### src/rtl/i2ctcf_pkg.sv
// ----------------------------------------------------------------------------
// I2C target command framer package
// Shared constants, event codes and the reply store request type.
// ----------------------------------------------------------------------------
package i2ctcf_pkg;

  localparam int unsigned BufferDepthDefault = 16;
  localparam int unsigned ReplyDepth = 16;
  localparam int unsigned ReplyAw = 4;
  localparam int unsigned MaxResults = 16;

  localparam logic [7:0] NoCommandReset = 8'hFF;

  localparam logic [2:0] OpWrAddr   = 3'd0;
  localparam logic [2:0] OpRxByte   = 3'd1;
  localparam logic [2:0] OpStop     = 3'd2;
  localparam logic [2:0] OpRdAddr   = 3'd3;
  localparam logic [2:0] OpTxAcked  = 3'd4;
  localparam logic [2:0] OpOther    = 3'd5;
  localparam logic [2:0] OpLoadByte = 3'd6;
  localparam logic [2:0] OpSetLen   = 3'd7;

  typedef struct packed {
    logic               we;
    logic [ReplyAw-1:0] waddr;
    logic [7:0]         wdata;
    logic [ReplyAw-1:0] raddr;
  } reply_req_t;

endpackage

### src/rtl/i2ctcf_param_mem.sv
// ----------------------------------------------------------------------------
// I2C target command framer parameter store
// Single-port write, registered read memory holding the parameter bytes.
// ----------------------------------------------------------------------------
module i2ctcf_param_mem #(
  parameter int unsigned BUFFER_DEPTH = i2ctcf_pkg::BufferDepthDefault,
  localparam int unsigned Aw = (BUFFER_DEPTH > 1) ? $clog2(BUFFER_DEPTH) : 1
) (
  input  logic          clk_i,
  input  logic          we_i,
  input  logic [Aw-1:0] waddr_i,
  input  logic [7:0]    wdata_i,
  input  logic [Aw-1:0] raddr_i,
  output logic [7:0]    rdata_o
);

  logic [7:0] mem [BUFFER_DEPTH];
  logic [7:0] rdata_q;

  always_ff @(posedge clk_i) begin
    if (we_i) begin
      mem[waddr_i] <= wdata_i;
    end
    rdata_q <= mem[raddr_i];
  end

  assign rdata_o = rdata_q;

endmodule

### src/rtl/i2ctcf_reply_mem.sv
// ----------------------------------------------------------------------------
// I2C target command framer reply store
// Registered read memory whose entries read as zero until first written.
// ----------------------------------------------------------------------------
module i2ctcf_reply_mem (
  input  logic                   clk_i,
  input  logic                   rst_ni,
  input  i2ctcf_pkg::reply_req_t req_i,
  output logic [7:0]             rdata_o
);

  logic [7:0] mem [i2ctcf_pkg::ReplyDepth];
  logic [i2ctcf_pkg::ReplyDepth-1:0] valid_q;
  logic [7:0] mem_rd_q;
  logic       rdata_q;

  always_ff @(posedge clk_i or negedge rst_ni) begin
    if (!rst_ni) begin
      valid_q <= '0;
    end else if (req_i.we) begin
      valid_q[req_i.waddr] <= 1'b1;
    end
  end

  always_ff @(posedge clk_i) begin
    if (req_i.we) begin
      mem[req_i.waddr] <= req_i.wdata;
    end
    mem_rd_q <= mem[req_i.raddr];
  end

  always_ff @(posedge clk_i or negedge rst_ni) begin
    if (!rst_ni) begin
      rdata_q <= 1'b0;
    end else begin
      rdata_q <= valid_q[req_i.raddr];
    end
  end

  assign rdata_o = rdata_q ? mem_rd_q : 8'h00;

endmodule

### src/rtl/i2ctcf_seq_unused_guard.sv
// ----------------------------------------------------------------------------
// I2C target command framer shared step unit
// The one incrementer and limit compare that the sequencer reuses for the
// parameter count, the reply pointer and the delivery index.
// ----------------------------------------------------------------------------
module i2ctcf_seq_unused_guard #(
  parameter int unsigned Iw = 6
) (
  input  logic [Iw-1:0] operand_i,
  input  logic [Iw-1:0] limit_i,
  output logic [Iw-1:0] sum_o,
  output logic          below_o
);

  assign sum_o   = operand_i + Iw'(1);
  assign below_o = (sum_o < limit_i);

endmodule

### src/rtl/i2c_target_command_framer_core.sv
// ----------------------------------------------------------------------------
// I2C target command framer
// Frames classified I2C bus events into commands with parameters and
// replays a loaded reply on reads.
// ----------------------------------------------------------------------------
// Usage: bus events enter on the input channel (in_valid_i, in_stall_o) and
// results leave on the output channel (out_valid_o, out_stall_i). An item is
// taken when valid is high and stall is low. The user writes the no-command
// code via cfg_we_i and cfg_wdata_i while the block is idle, which is not enforced.
// The block handles one item at a time under a small sequencer that drives a
// single shared incrementer and compare; in_stall_o is high until the last
// result of the current item has been taken.
// Sequence: a bus response goes from the decode state to the result register;
// a read response passes decode and a reply read state first. A stop with
// parameters passes decode, then a parameter read and a result state for
// each of up to 16 results, each further one starting once the previous one
// is taken. Reply load items produce no result and free the input after decode.
// When the receiver stalls, the result register simply holds its item.
// Reset initialises all control state and marks every reply entry as zero; no
// clearing pass is needed, so the block is ready as soon as reset is released.
// ----------------------------------------------------------------------------
module i2c_target_command_framer_core #(
  parameter int unsigned BUFFER_DEPTH = i2ctcf_pkg::BufferDepthDefault
) (
  input  logic       clk_i,
  input  logic       rst_ni,
  input  logic       cfg_we_i,
  input  logic [7:0] cfg_wdata_i,
  input  logic       in_valid_i,
  output logic       in_stall_o,
  input  logic [2:0] opcode_i,
  input  logic [7:0] rx_byte_i,
  input  logic [3:0] reply_index_i,
  input  logic [7:0] reply_byte_i,
  input  logic [4:0] reply_length_i,
  output logic       out_valid_o,
  input  logic       out_stall_i,
  output logic       kind_o,
  output logic       acknowledge_o,
  output logic [7:0] tx_byte_o,
  output logic [7:0] command_o,
  output logic [4:0] param_count_o,
  output logic [3:0] param_index_o,
  output logic [7:0] param_byte_o,
  output logic       last_o
);

  localparam int unsigned Rcw = $clog2(BUFFER_DEPTH + 1);
  localparam int unsigned Aw  = (BUFFER_DEPTH > 1) ? $clog2(BUFFER_DEPTH) : 1;
  localparam int unsigned Iw  = ((Rcw > 5) ? Rcw : 5) + 1;

  localparam logic [1:0] SIdle   = 2'd0;
  localparam logic [1:0] SDecode = 2'd1;
  localparam logic [1:0] SRead   = 2'd2;
  localparam logic [1:0] SOut    = 2'd3;

  logic [1:0]     state_q, state_d;
  logic [7:0]     no_cmd_q;
  logic [2:0]     op_q;
  logic [7:0]     rx_q;
  logic [3:0]     ridx_q;
  logic [7:0]     rbyte_q;
  logic [4:0]     rlen_q;
  logic [7:0]     command_q, command_d;
  logic [Rcw-1:0] rx_count_q, rx_count_d;
  logic [4:0]     reply_len_q, reply_len_d;
  logic [4:0]     reply_ptr_q, reply_ptr_d;
  logic           armed_q, armed_d;
  logic [3:0]     idx_q, idx_d;

  logic           kind_q, kind_d;
  logic           ack_q, ack_d;
  logic [7:0]     tx_q, tx_d;
  logic [7:0]     cmd_out_q, cmd_out_d;
  logic [4:0]     count_q, count_d;
  logic [3:0]     pidx_q, pidx_d;
  logic [7:0]     pbyte_q, pbyte_d;
  logic           last_q, last_d;

  logic [Iw-1:0]  inc_a, inc_limit, inc_sum;
  logic           inc_below;
  logic [Iw-1:0]  rx_ext;
  logic [4:0]     n_clip;
  logic [4:0]     ptr_next;
  logic           in_acc, out_acc;

  logic           pm_we;
  logic [Aw-1:0]  pm_waddr, pm_raddr;
  logic [Aw+3:0]  pm_raddr_wide;
  logic [7:0]     pm_rdata;
  i2ctcf_pkg::reply_req_t rm_req;
  logic [7:0]     rm_rdata;

  assign in_acc      = in_valid_i && !in_stall_o;
  assign out_acc     = out_valid_o && !out_stall_i;
  assign in_stall_o  = (state_q != SIdle);
  assign out_valid_o = (state_q == SOut);

  assign rx_ext = Iw'(rx_count_q);
  assign n_clip = (rx_ext > Iw'(i2ctcf_pkg::MaxResults)) ? 5'd16 : rx_ext[4:0];

  always_comb begin
    inc_a     = Iw'(idx_q);
    inc_limit = Iw'(count_q);
    case (state_q)
      SDecode: begin
        inc_a     = rx_ext;
        inc_limit = Iw'(BUFFER_DEPTH);
      end
      SRead: begin
        if (op_q == i2ctcf_pkg::OpStop) begin
          inc_a     = Iw'(idx_q);
          inc_limit = Iw'(count_q);
        end else begin
          inc_a     = Iw'(reply_ptr_q);
          inc_limit = Iw'(reply_len_q);
        end
      end
      default: begin
        inc_a     = Iw'(idx_q);
        inc_limit = Iw'(count_q);
      end
    endcase
  end

  i2ctcf_seq_unused_guard #(
    .Iw(Iw)
  ) u_step (
    .operand_i(inc_a),
    .limit_i  (inc_limit),
    .sum_o    (inc_sum),
    .below_o  (inc_below)
  );

  assign ptr_next = reply_ptr_q[4] ? reply_ptr_q : inc_sum[4:0];

  always_comb begin
    state_d     = state_q;
    command_d   = command_q;
    rx_count_d  = rx_count_q;
    reply_len_d = reply_len_q;
    reply_ptr_d = reply_ptr_q;
    armed_d     = armed_q;
    idx_d       = idx_q;
    kind_d      = kind_q;
    ack_d       = ack_q;
    tx_d        = tx_q;
    cmd_out_d   = cmd_out_q;
    count_d     = count_q;
    pidx_d      = pidx_q;
    pbyte_d     = pbyte_q;
    last_d      = last_q;
    pm_we       = 1'b0;
    rm_req.we   = 1'b0;
    rm_req.waddr = ridx_q;
    rm_req.wdata = rbyte_q;
    rm_req.raddr = reply_ptr_q[3:0];
    case (state_q)
      SIdle: begin
        if (in_acc) begin
          state_d = SDecode;
        end
      end
      SDecode: begin
        kind_d    = 1'b0;
        ack_d     = 1'b1;
        tx_d      = 8'h00;
        cmd_out_d = 8'h00;
        count_d   = 5'd0;
        pidx_d    = 4'd0;
        pbyte_d   = 8'h00;
        last_d    = 1'b0;
        idx_d     = 4'd0;
        state_d   = SOut;
        case (op_q)
          i2ctcf_pkg::OpWrAddr: begin
            command_d   = no_cmd_q;
            rx_count_d  = '0;
            reply_len_d = 5'd0;
            armed_d     = 1'b0;
          end
          i2ctcf_pkg::OpRxByte: begin
            if (command_q == no_cmd_q) begin
              command_d = rx_q;
            end else if (rx_ext < Iw'(BUFFER_DEPTH)) begin
              pm_we      = 1'b1;
              rx_count_d = inc_sum[Rcw-1:0];
              ack_d      = inc_below;
            end else begin
              ack_d = 1'b0;
            end
          end
          i2ctcf_pkg::OpStop: begin
            kind_d    = 1'b1;
            cmd_out_d = command_q;
            count_d   = n_clip;
            if (n_clip == 5'd0) begin
              last_d = 1'b1;
            end else begin
              state_d = SRead;
            end
            if (reply_len_q != 5'd0) begin
              reply_ptr_d = 5'd0;
              armed_d     = 1'b1;
            end
          end
          i2ctcf_pkg::OpRdAddr, i2ctcf_pkg::OpTxAcked: begin
            state_d = SRead;
          end
          i2ctcf_pkg::OpLoadByte: begin
            rm_req.we = 1'b1;
            state_d   = SIdle;
          end
          i2ctcf_pkg::OpSetLen: begin
            reply_len_d = (rlen_q > 5'd16) ? 5'd16 : rlen_q;
            if (rlen_q != 5'd0) begin
              reply_ptr_d = 5'd0;
              armed_d     = 1'b1;
            end
            state_d = SIdle;
          end
          default: begin
          end
        endcase
      end
      SRead: begin
        state_d = SOut;
        if (op_q == i2ctcf_pkg::OpStop) begin
          pidx_d  = idx_q;
          pbyte_d = pm_rdata;
          last_d  = (inc_sum == Iw'(count_q));
        end else if (armed_q) begin
          tx_d        = reply_ptr_q[4] ? 8'h00 : rm_rdata;
          reply_ptr_d = ptr_next;
          ack_d       = (ptr_next < reply_len_q);
        end else begin
          tx_d  = 8'h00;
          ack_d = 1'b0;
        end
      end
      SOut: begin
        if (out_acc) begin
          if (kind_q && !last_q) begin
            idx_d   = inc_sum[3:0];
            state_d = SRead;
          end else begin
            state_d = SIdle;
          end
        end
      end
      default: begin
        state_d = SIdle;
      end
    endcase
  end

  assign pm_waddr      = rx_count_q[Aw-1:0];
  assign pm_raddr_wide = {{Aw{1'b0}}, idx_d};
  assign pm_raddr      = pm_raddr_wide[Aw-1:0];

  i2ctcf_param_mem #(
    .BUFFER_DEPTH(BUFFER_DEPTH)
  ) u_param_mem (
    .clk_i  (clk_i),
    .we_i   (pm_we),
    .waddr_i(pm_waddr),
    .wdata_i(rx_q),
    .raddr_i(pm_raddr),
    .rdata_o(pm_rdata)
  );

  i2ctcf_reply_mem u_reply_mem (
    .clk_i  (clk_i),
    .rst_ni (rst_ni),
    .req_i  (rm_req),
    .rdata_o(rm_rdata)
  );

  always_ff @(posedge clk_i or negedge rst_ni) begin
    if (!rst_ni) begin
      state_q     <= SIdle;
      no_cmd_q    <= i2ctcf_pkg::NoCommandReset;
      command_q   <= 8'h00;
      rx_count_q  <= '0;
      reply_len_q <= 5'd0;
      reply_ptr_q <= 5'd0;
      armed_q     <= 1'b1;
      idx_q       <= 4'd0;
      kind_q      <= 1'b0;
      last_q      <= 1'b0;
      count_q     <= 5'd0;
    end else begin
      state_q     <= state_d;
      command_q   <= command_d;
      rx_count_q  <= rx_count_d;
      reply_len_q <= reply_len_d;
      reply_ptr_q <= reply_ptr_d;
      armed_q     <= armed_d;
      idx_q       <= idx_d;
      kind_q      <= kind_d;
      last_q      <= last_d;
      count_q     <= count_d;
      if (cfg_we_i) begin
        no_cmd_q <= cfg_wdata_i;
      end
    end
  end

  always_ff @(posedge clk_i) begin
    if (in_acc) begin
      op_q    <= opcode_i;
      rx_q    <= rx_byte_i;
      ridx_q  <= reply_index_i;
      rbyte_q <= reply_byte_i;
      rlen_q  <= reply_length_i;
    end
    ack_q     <= ack_d;
    tx_q      <= tx_d;
    cmd_out_q <= cmd_out_d;
    pidx_q    <= pidx_d;
    pbyte_q   <= pbyte_d;
  end

  assign kind_o        = kind_q;
  assign acknowledge_o = ack_q;
  assign tx_byte_o     = tx_q;
  assign command_o     = cmd_out_q;
  assign param_count_o = count_q;
  assign param_index_o = pidx_q;
  assign param_byte_o  = pbyte_q;
  assign last_o        = last_q;

  a_busy_while_result : assert property (@(posedge clk_i) disable iff (!rst_ni)
    out_valid_o |-> in_stall_o)
    else $error("Input not stalled while a result is pending.");

  a_rx_count_bound : assert property (@(posedge clk_i) disable iff (!rst_ni)
    rx_ext <= Iw'(BUFFER_DEPTH))
    else $error("Parameter count ran past the store depth.");

  a_reply_ptr_bound : assert property (@(posedge clk_i) disable iff (!rst_ni)
    reply_ptr_q <= 5'd16)
    else $error("Reply pointer ran past the reply store.");

  a_delivery_index : assert property (@(posedge clk_i) disable iff (!rst_ni)
    (out_valid_o && kind_o && param_count_o != 5'd0) |->
      ({1'b0, param_index_o} < param_count_o))
    else $error("Delivered index not below the parameter count.");

  a_delivery_continues : assert property (@(posedge clk_i) disable iff (!rst_ni)
    (out_acc && kind_o && !last_o) |=> (state_q == SRead))
    else $error("Delivery run stopped before its last item.");

endmodule

### config.mk
export PLATFORM = sky130hd
export DESIGN_NAME = i2c_target_command_framer_core
export DESIGN_NICKNAME = d
export VERILOG_FILES = /design/src/rtl/i2ctcf_pkg.sv /design/src/rtl/i2ctcf_param_mem.sv /design/src/rtl/i2ctcf_reply_mem.sv /design/src/rtl/i2ctcf_seq_unused_guard.sv /design/src/rtl/i2c_target_command_framer_core.sv
export SDC_FILE = /design/constraint.sdc
export NUM_CORES = 1
export LEC_CHECK = 0
export BUFFER_PORTS_ARGS = -buffer_cell sky130_fd_sc_hd__buf_2
export CAP_MARGIN = 15
export CORE_ASPECT_RATIO = 2
export CORE_MARGIN = 4
export CORE_UTILIZATION = 60
export DETAILED_ROUTE_END_ITERATION = 6
export PLACE_DENSITY_LB_ADDON = 0.08
export SYNTH_ARGS = -nofsm -noshare
export SYNTH_HDL_FRONTEND = slang
export SYNTH_HIERARCHICAL = 1
export SYNTH_SLANG_ARGS = --single-unit
export TNS_END_PERCENT = 50
### constraint.sdc
create_clock -name clk_i -period 6.1 [get_ports clk_i]
set_input_delay 0.915 -clock clk_i [delete_from_list [all_inputs] [get_ports clk_i]]
set_output_delay 0.915 -clock clk_i [all_outputs]
set_load 0.02 [all_outputs]
==> results of run 1 <==
## layout by cell type, fill, tap and decap left out, types with 12 or more instances in the layout
cell,count
edfxtp_1,313
buf_2,78
nand2_1,63
dfrtp_1,52
and2_1,40
nor2_1,39
a22oi_1,38
clkbuf_16,37
mux4_2,34
mux4_1,34
mux2_2,29
inv_1,24
buf_4,24
or2_2,17
dfxtp_1,16
o21ai_0,15
ha_1,15
xnor2_1,14
nor3_1,13
a22o_1,12
## routing by layer
metal,track usage,vias up,part of all wire
met5,0,-,0
met4,0.154,0,0.068
met3,0.0380,105,0.032
met2,0.513,253,0.60
met1,0.241,4337,0.30
li1,-,3728,-
## power by group through the flow
stage | clock network (W) | registers (W) | logic [W]
2_1_floorplan | 0 | 0.00361 | 0.000902
3_3_place_gp | 0 | 0.00355 | 0.00138
3_5_place_dp | 0 | 0.00357 | 0.00142
4_1_cts | 0.00219 | 0.00352 | 0.00142
5_1_grt | 0.00229 | 0.00355 | 0.00151
6_report | 0.00215 | 0.00352 | 0.00141
## registers in the layout (all words and copies together) (netlist names), 8 cells and up
register and flops:
no_cmd_q 8, rbyte_q 8, u_param_mem/rdata_o 8, command_q 8
command_o 8, rx_q 8, u_reply_mem/mem_rd_q 8, u_reply_mem/mem 128
u_param_mem/mem 128, u_reply_mem/valid_q 16, tx_byte_o 8, param_byte_o 8
## final timing paths
check / end / slack (ns) / startpoint / cells past startpoint
worst min register to register: u_reply_mem/valid_q[13] / 0.46 / u_reply_mem/valid_q[13] / 1
max in group asynchronous: reply_ptr_q[0] / 4.88 / rst_ni / 2
worst max register to register: u_param_mem/rdata_o[7] / 1.44 / state_q[0] / 13
min in group asynchronous: u_reply_mem/valid_q[7] / 0.55 / rst_ni / 2
worst min-delay path: u_reply_mem/valid_q[13] / 0.46 / u_reply_mem/valid_q[13] / 1
worst max-delay path: u_param_mem/rdata_o[7] / 1.44 / state_q[0] / 13
## logic make-up (layout without fill, tap and decap cells)
logic type               after synthesis  after routing  synth area share
flip-flops                           391            391             0.709
AND/OR/NAND/NOR                      213            213            0.0706
multiplexers                         105            105             0.130
AO/OA/AOI/OAI                        101            101            0.0464
buffers and inverters                 58            189            0.0226
XOR/XNOR                              17             17           0.00936
adder cells (fa/ha/maj)               15             15            0.0118
other                                  1              2          0.000236
## area by class of cell
type	instances	area, µm²
clock buffer	45	966
clock inverter	17	150
fill	1723	8390
inverter	25	93.8
multi-input combinational	453	4290
sequential	391	11300
tap	344	430
timing repair buffer	102	571
## stage by stage
step | instances | util
after floorplan | 902 | -
after global placement | 1315 | 0.637
after detailed placement | 1315 | 0.637
after CTS | 1377 | 0.679
after global routing | 1377 | 0.679
final | 1377 | 0.679
==> out/results.ini, run 1 <==
[status]
status=completed

[die]
core_area_um2=26200
rows=84
fp.dieH_um=238
initial_core_util=0.608
io_pins=79
fp.dieArea_um2=29300
die_w_um=123

[yosys]
synth_top_area_frac=0.591
synth_edf_count=313
ys_top_cells_by_area=edfxtp_1 (59%), dfrtp_1 (8.3%), mux4_1 (5.6%)
synth_common_cells=edfxtp_1 (313), nand2_1 (63), dfrtp_1 (53), and2_1 (40), nor2_1 (39)
synthesis.area_um2=15900
ys_types=63
ys_seq_area_frac=0.709
ys_seq_elements=391
syn_avg_cell_area_um2=17.7
yosysMostFrequentCell=edfxtp_1
synthCells=901
synth_flop_cell=edfxtp_1
yosysTopAreaCell=edfxtp_1
synth-async-reset-ratio=0.159
ys_warn_count=6

[sta]
setup_slack_ns=1.44
tightest_slew_ns=0.970
final_max_slew_viol_count=0
fin_skew_ns=0.0121
slew_headroom=0.348
maxClockFrequency_mhz=214
finalHoldViolations=0
setup_viol=0
post-route-min-period_ns=4.66
whs_ns=0.463
rsz0062_at_grt=no
period_share=0.764
fin_tns_setup_ns=0

[route]
drc=0
first_iter_violations=488
avgRoutedWirePerCell_um=26.6
vias=8423
antenna_left=0
via_per_inst=6.12
wl_um=36700
dr.pass1.iters=5

[critical_path]
crit_path_top_delay_cell=ha_1
cp_max_fo=22
crit_path_end_kind=register
max_stage_delay_ns=0.75
crit_type=reg -> reg
start_kind=register
crit_buf_inv=2
worst_ep_required_time_ns=6.56
crit_path_cell_trace=inv_1 -> ha_1 -> inv_1 -> nor2_1 -> a22o_1 -> a22o_1 -> and3_4 -> xor2_1 -> nand2_1 -> o21ai_0 -> nor2b_1 -> a22oi_1 -> nand2_1
cp.arrival_ns=5.13
path_delay_family=simple AND/OR/NAND/NOR gates

[power_and_ir_drop]
p_leak_nw=6.29
p_total_w=0.00709
powerDensity_nw_per_um2=399
irDropWorstVdd_uv=321
power_switching_share=0.283
switching_power_w=0.00201
seq_power_share=0.497
internal_power_w=0.00508
combPwrFrac=0.199
pwr-share-clk=0.304

[grt]
grt_pass1_wl_um=55300
grt_max_degree=63
grt-ovfl-total=0
grt_pass1_vias=9202
antenna_found_initial=0
track_usage=0.261

[clocking]
cts_resized=0
tritoncts=built
numCtsBuffers=34
cts.htree.levels=2
cts-hold-fix-buffers=0
cts.path.max_buffers=3
clk_pin_slew_ns=0.07
numClockSinks=391
post_cts_buffers=0
cts-root-buf=clkbuf_16
clock_latency_ns=0.53

[place]
port_buffers=78
globalplace.congestion=0.910
preCtsSetupSlack_ns=1.58
placed_area_um2=16700
hpwl_um=26500

[min_path]
min_path_type=reg -> reg

[finish]
antenna_cells=0
fin_area_um2=17800
drive_gt1_frac=0.252
syn_to_final_growth_pct=11.8
fin_nets=1063

[run]
max-cap-violations=0

(Power assumes the default switching activity.)
==> run 2, diff against run 1 <==
Settings changed: CORE_UTILIZATION 60 to 55.
Clock period 6.1 ns to 3.8 ns, I/O delays scaled along.
==> run 2 against run 1 <==
Worst setup slack got worse by 1.2 ns. Largest cell class unchanged. Clock power increased by 61%. Clock-buffer cell count decreased by 3.
==> out/results.ini, run 2 (synthesis gave the netlist of run 1 again) <==
[route]
avgRoutedWirePerCell_um=24.7
vias=8313
first_iter_violations=393
dr.pass1.iters=5
antenna_left=0
drc=0
via_per_inst=5.81
wl_um=35400

[clocking]
tritoncts=built
cts-hold-fix-buffers=0
clk_pin_slew_ns=0.06
cts.htree.levels=2
clock_latency_ns=0.52
numCtsBuffers=35
post_cts_buffers=0
cts.path.max_buffers=3
cts_resized=0
cts-root-buf=clkbuf_16
numClockSinks=391

[critical_path]
crit_path_end_kind=register
max_stage_delay_ns=0.53
endpoint=last_o
rrSetupSlack_ns=0.27
crit_path_top_delay_cell=or4_1
cp_num_cells=14
crit_path_cell_trace=inv_1 -> ha_1 -> inv_1 -> nor2_1 -> a22o_1 -> a22o_1 -> ha_1 -> nand3_1 -> xnor2_2 -> xnor2_1 -> nand4_1 -> or4_1 -> a311o_1 -> o211ai_1
reg2reg_to=last_o
cp_max_fo=5
crit_buf_inv=2
start_kind=register
reg2regPathDepth=14
crit_type=reg -> reg
worst_ep_required_time_ns=4.23
path_delay_family=simple AND/OR/NAND/NOR gates
crit_start=state_q[0]
cp.arrival_ns=3.96
reg2reg_from=state_q[0]

[sta]
final_max_slew_viol_count=0
slew_headroom=0.380
fin_skew_ns=0.0105
maxClockFrequency_mhz=283
setup_viol=0
tightest_slew_ns=0.929
finalHoldViolations=0
post-route-min-period_ns=3.53
period_share=0.930

[finish]
drive_gt1_frac=0.278
syn_to_final_growth_pct=14.0
finalCoreUtilization=0.638
mostFrequentLayoutCell=edfxtp_1
top_regs=u_param_mem/mem x128, u_reply_mem/mem x128, u_reply_mem/valid_q x16
antenna_cells=0
final_cell_mix=edfxtp_1 (313), buf_2 (78), nand2_1 (63), buf_4 (63), dfrtp_1 (52)
fin_nets=1105
fin_area_um2=18100

[grt]
grt_pass1_wl_um=53600
grt_max_degree=40
track_usage=0.228
grt_pass1_vias=8930
antenna_found_initial=0
grt-ovfl-total=0

[die]
fp.dieH_um=249
fp.dieArea_um2=31900
initial_core_util=0.560
die_w_um=128
rows=87
io_pins=79
core_area_um2=28400

[place]
globalplace.congestion=0.928
hpwl_um=26300
placed_area_um2=17000
port_buffers=78

[power_and_ir_drop]
powerDensity_nw_per_um2=629
p_leak_nw=6.54
irDropWorstVdd_uv=456

[status]
status=completed

[run]
max-cap-violations=0

[min_path]
min_path_type=in -> async

[run 2: where the power goes]
group,internal (W),total [W],switching (W)
logic,0.000983,0.00234,0.00135
clock network,0.00198,0.00346,0.00148
registers,0.00527,0.00562,0.000351
[run 2: routing by layer]
layer,GRT usage,up-vias,wire [µm]
met1,0.210,4199,10600
li1,-,3817,-
met5,0,-,0
met3,0.0271,103,1000
met2,0.452,194,21300
met4,0.137,0,2480
[run 2: worst min-delay path by stage]
stage	startpoint	endpoint	slack, ns	depth (start not counted)
finish	rst_ni	u_reply_mem/valid_q[7]	0.15	1
floorplan	rst_ni	command_q[0]	0.27	0
global placement	u_reply_mem/valid_q[5]	u_reply_mem/valid_q[5]	0.45	1
CTS	rst_ni	u_reply_mem/valid_q[7]	0.16	1
global route	reply_byte_i[5]	rbyte_q[5]	0.20	1
detailed placement	u_reply_mem/valid_q[13]	u_reply_mem/valid_q[13]	0.45	1
[run 2: cell type report]
type | instances | area, µm²
Multi-Input combinational cell | 453 | 4290
Timing Repair Buffer | 143 | 903
Clock buffer | 42 | 945
Inverter | 25 | 93.8
Clock inverter | 20 | 170
Fill cell | 2040 | 10300
Tap cell | 356 | 445
Sequential cell | 391 | 11300
[run 2: per-stage QoR]
stage               hold WS, ns  TNS [ns]  power (W)  setup slack [ns]  cells
floorplan                 0.274         0    0.00724             0.430    902
global placement          0.447         0    0.00804             0.347   1368
detailed placement        0.446         0    0.00808             0.237   1368
CTS                       0.158         0     0.0116             0.181   1430
global route              0.204   -0.0163     0.0119           -0.0163   1430
finish                    0.148         0     0.0114             0.265   1430
==> run 3, diff against run 2 <==
Settings changed: PLACE_DENSITY set to 0.76, PLACE_DENSITY_LB_ADDON 0.08 to not set, SETUP_SLACK_MARGIN set to 0.4, SLEW_MARGIN set to 20.
==> run 3 against run 2 <==
Clock skew grew 0.0060 ns. Clock-buffer cell count fell by 2. Die area did not move. Clock power grew 5%. Maximum frequency up 5.9%. Worst setup slack improved by 0.20 ns. Register-to-register slack gained 0.20 ns. Non-clock buffer count is 1 lower. Via count up 4.0%. Combinational power fell by 2%. First-iteration DRC count grew 28%. Critical endpoint is now u_param_mem/rdata_o[2]. Largest cell class unchanged. Largest power group unchanged. Highest routed layer is now met5.
==> out/results.ini, run 3 (synthesis gave the netlist of run 1 again) <==
[grt]
antenna_found_initial=2
track_usage=0.231
grt_max_degree=40
grt_pass1_wl_um=54300
grt-ovfl-total=0
grt_pass1_vias=9138

[sta]
fin_skew_ns=0.0166
rsz0062_at_grt=yes
period_share=0.878
final_max_slew_viol_count=0
slew_headroom=0.387
post-route-min-period_ns=3.34
fin_tns_setup_ns=0
finalHoldViolations=0
setup_viol=0
tightest_slew_ns=0.916
maxClockFrequency_mhz=300

[critical_path]
worst_ep_required_time_ns=4.21
cp.arrival_ns=3.75
path_delay_family=compound AO/OA/AOI/OAI gates
crit_type=reg -> reg
start_kind=register
crit_path_end_kind=register
crit_path_cell_trace=nor3b_4 -> buf_4 -> nor2_4 -> a22o_1 -> a22o_4 -> inv_1 -> nand2_1 -> o21ai_4 -> buf_4 -> mux4_1 -> a22oi_1 -> nand2_1
crit_path_top_delay_cell=mux4_1
max_stage_delay_ns=0.72
cp_max_fo=12
crit_buf_inv=3

[route]
vias=8645
avgRoutedWirePerCell_um=25.8
dr.pass1.iters=5
first_iter_violations=505
antenna_left=0
wl_um=36900
drc=0
via_per_inst=6.05

[clocking]
clock_latency_ns=0.54
cts.path.max_buffers=3
tritoncts=built
cts-root-buf=clkbuf_16
numCtsBuffers=35
numClockSinks=391
cts.htree.levels=2
clk_pin_slew_ns=0.07
cts-hold-fix-buffers=0

[min_path]
min_path_type=in -> async

[die]
rows=87
core_area_um2=28400
die_w_um=128
initial_core_util=0.560
fp.dieH_um=249
io_pins=79
fp.dieArea_um2=31900

[finish]
drive_gt1_frac=0.296
syn_to_final_growth_pct=15.0
seq_area_um2=11300
fin_nets=1104
mostFrequentLayoutCell=edfxtp_1
antenna_cells=0
top_regs=u_param_mem/mem x128, u_reply_mem/mem x128, u_reply_mem/valid_q x16
multi_input_area_um2=4390
fillers=1910
final_cell_mix=edfxtp_1 (313), buf_2 (78), nand2_1 (62)

[power_and_ir_drop]
p_leak_nw=6.58
powerDensity_nw_per_um2=634
irDropWorstVdd_uv=491
p_total_w=0.0116

[status]
status=completed

[run]
max-cap-violations=0

[place]
hpwl_um=25900
globalplace.congestion=0.945
port_buffers=78

[run 3: cell types whose count changed in the layout (fill, tap and decap cells not counted), moves of 3 or more]
cell	change
a22o_1	-3
clkinv_1	-5
clkbuf_1	-3
clkbuf_8	+3
ha_1	-3
[run 3: final timing paths]
kind | start | end | slack, ns | depth (start not counted)
min in group clk_i | rx_byte_i[7] | rx_q[7] | 0.21 | 1
worst min-delay path | rst_ni | param_count_o[4] | 0.12 | 1
worst max register to register | op_q[0] | u_param_mem/rdata_o[2] | 0.46 | 12
max in group asynchronous | rst_ni | no_cmd_q[6] | 2.84 | 2
worst max-delay path | op_q[0] | u_param_mem/rdata_o[2] | 0.46 | 12
worst min register to register | u_reply_mem/valid_q[13] | u_reply_mem/valid_q[13] | 0.46 | 1
[run 3: layout make-up]
class                           instances  share of cell area
Sequential cell                       391               0.617
Timing Repair Buffer                  142              0.0492
Inverter                               25             0.00513
Multi-Input combinational cell        453               0.240
Tap cell                              356              0.0244
Clock inverter                         22              0.0138
Clock buffer                           40              0.0506
[run 3: worst reg2reg max path: stages, from the launching register on]
cell,delay [ns]
edfxtp_1,0.42
nor3b_4,0.37
buf_4,0.22
nor2_4,0.05
a22o_1,0.21
a22o_4,0.29
inv_1,0.08
nand2_1,0.09
o21ai_4,0.22
buf_4,0.27
mux4_1,0.73
a22oi_1,0.20
nand2_1,0.07
[run 3: repair_timing]
item,4_1_cts,5_1_grt
gates resized for setup,7,13
pin swaps,2,4
buffers inserted,1,11
setup endpoints to repair,10,10
[run 3: metrics by stage]
step                std cells  cell area, µm²  worst slack [ns]   util  hold WS [ns]
floorplan                 902           15900             0.430      -         0.274
global placement         1355           16900             0.436  0.595         0.443
detailed placement       1355           16900             0.272  0.595         0.449
CTS                      1418           18100             0.430  0.638         0.124
global route             1429           18300             0.321  0.644         0.156
finish                   1429           18300             0.463  0.644         0.121
[run 3: power by group]
group | total [W] | leakage (nW) | internal (W) | switching, W
combinational | 0.00230 | 2.22 | 0.000998 | 0.00130
sequential | 0.00567 | 3.78 | 0.00527 | 0.000398
clock | 0.00363 | 0.574 | 0.00210 | 0.00153
total | 0.0116 | 6.58 | 0.00837 | 0.00323
[run 3: per-layer routing]
metal / track usage / part of all wire / vias up
met2: 0.435 / 0.57 / 302
met3: 0.0363 / 0.042 / 142
met1: 0.220 / 0.30 / 4376
li1: - / - / 3821
met5: 0 / 0.00057 / -
met4: 0.159 / 0.082 / 4
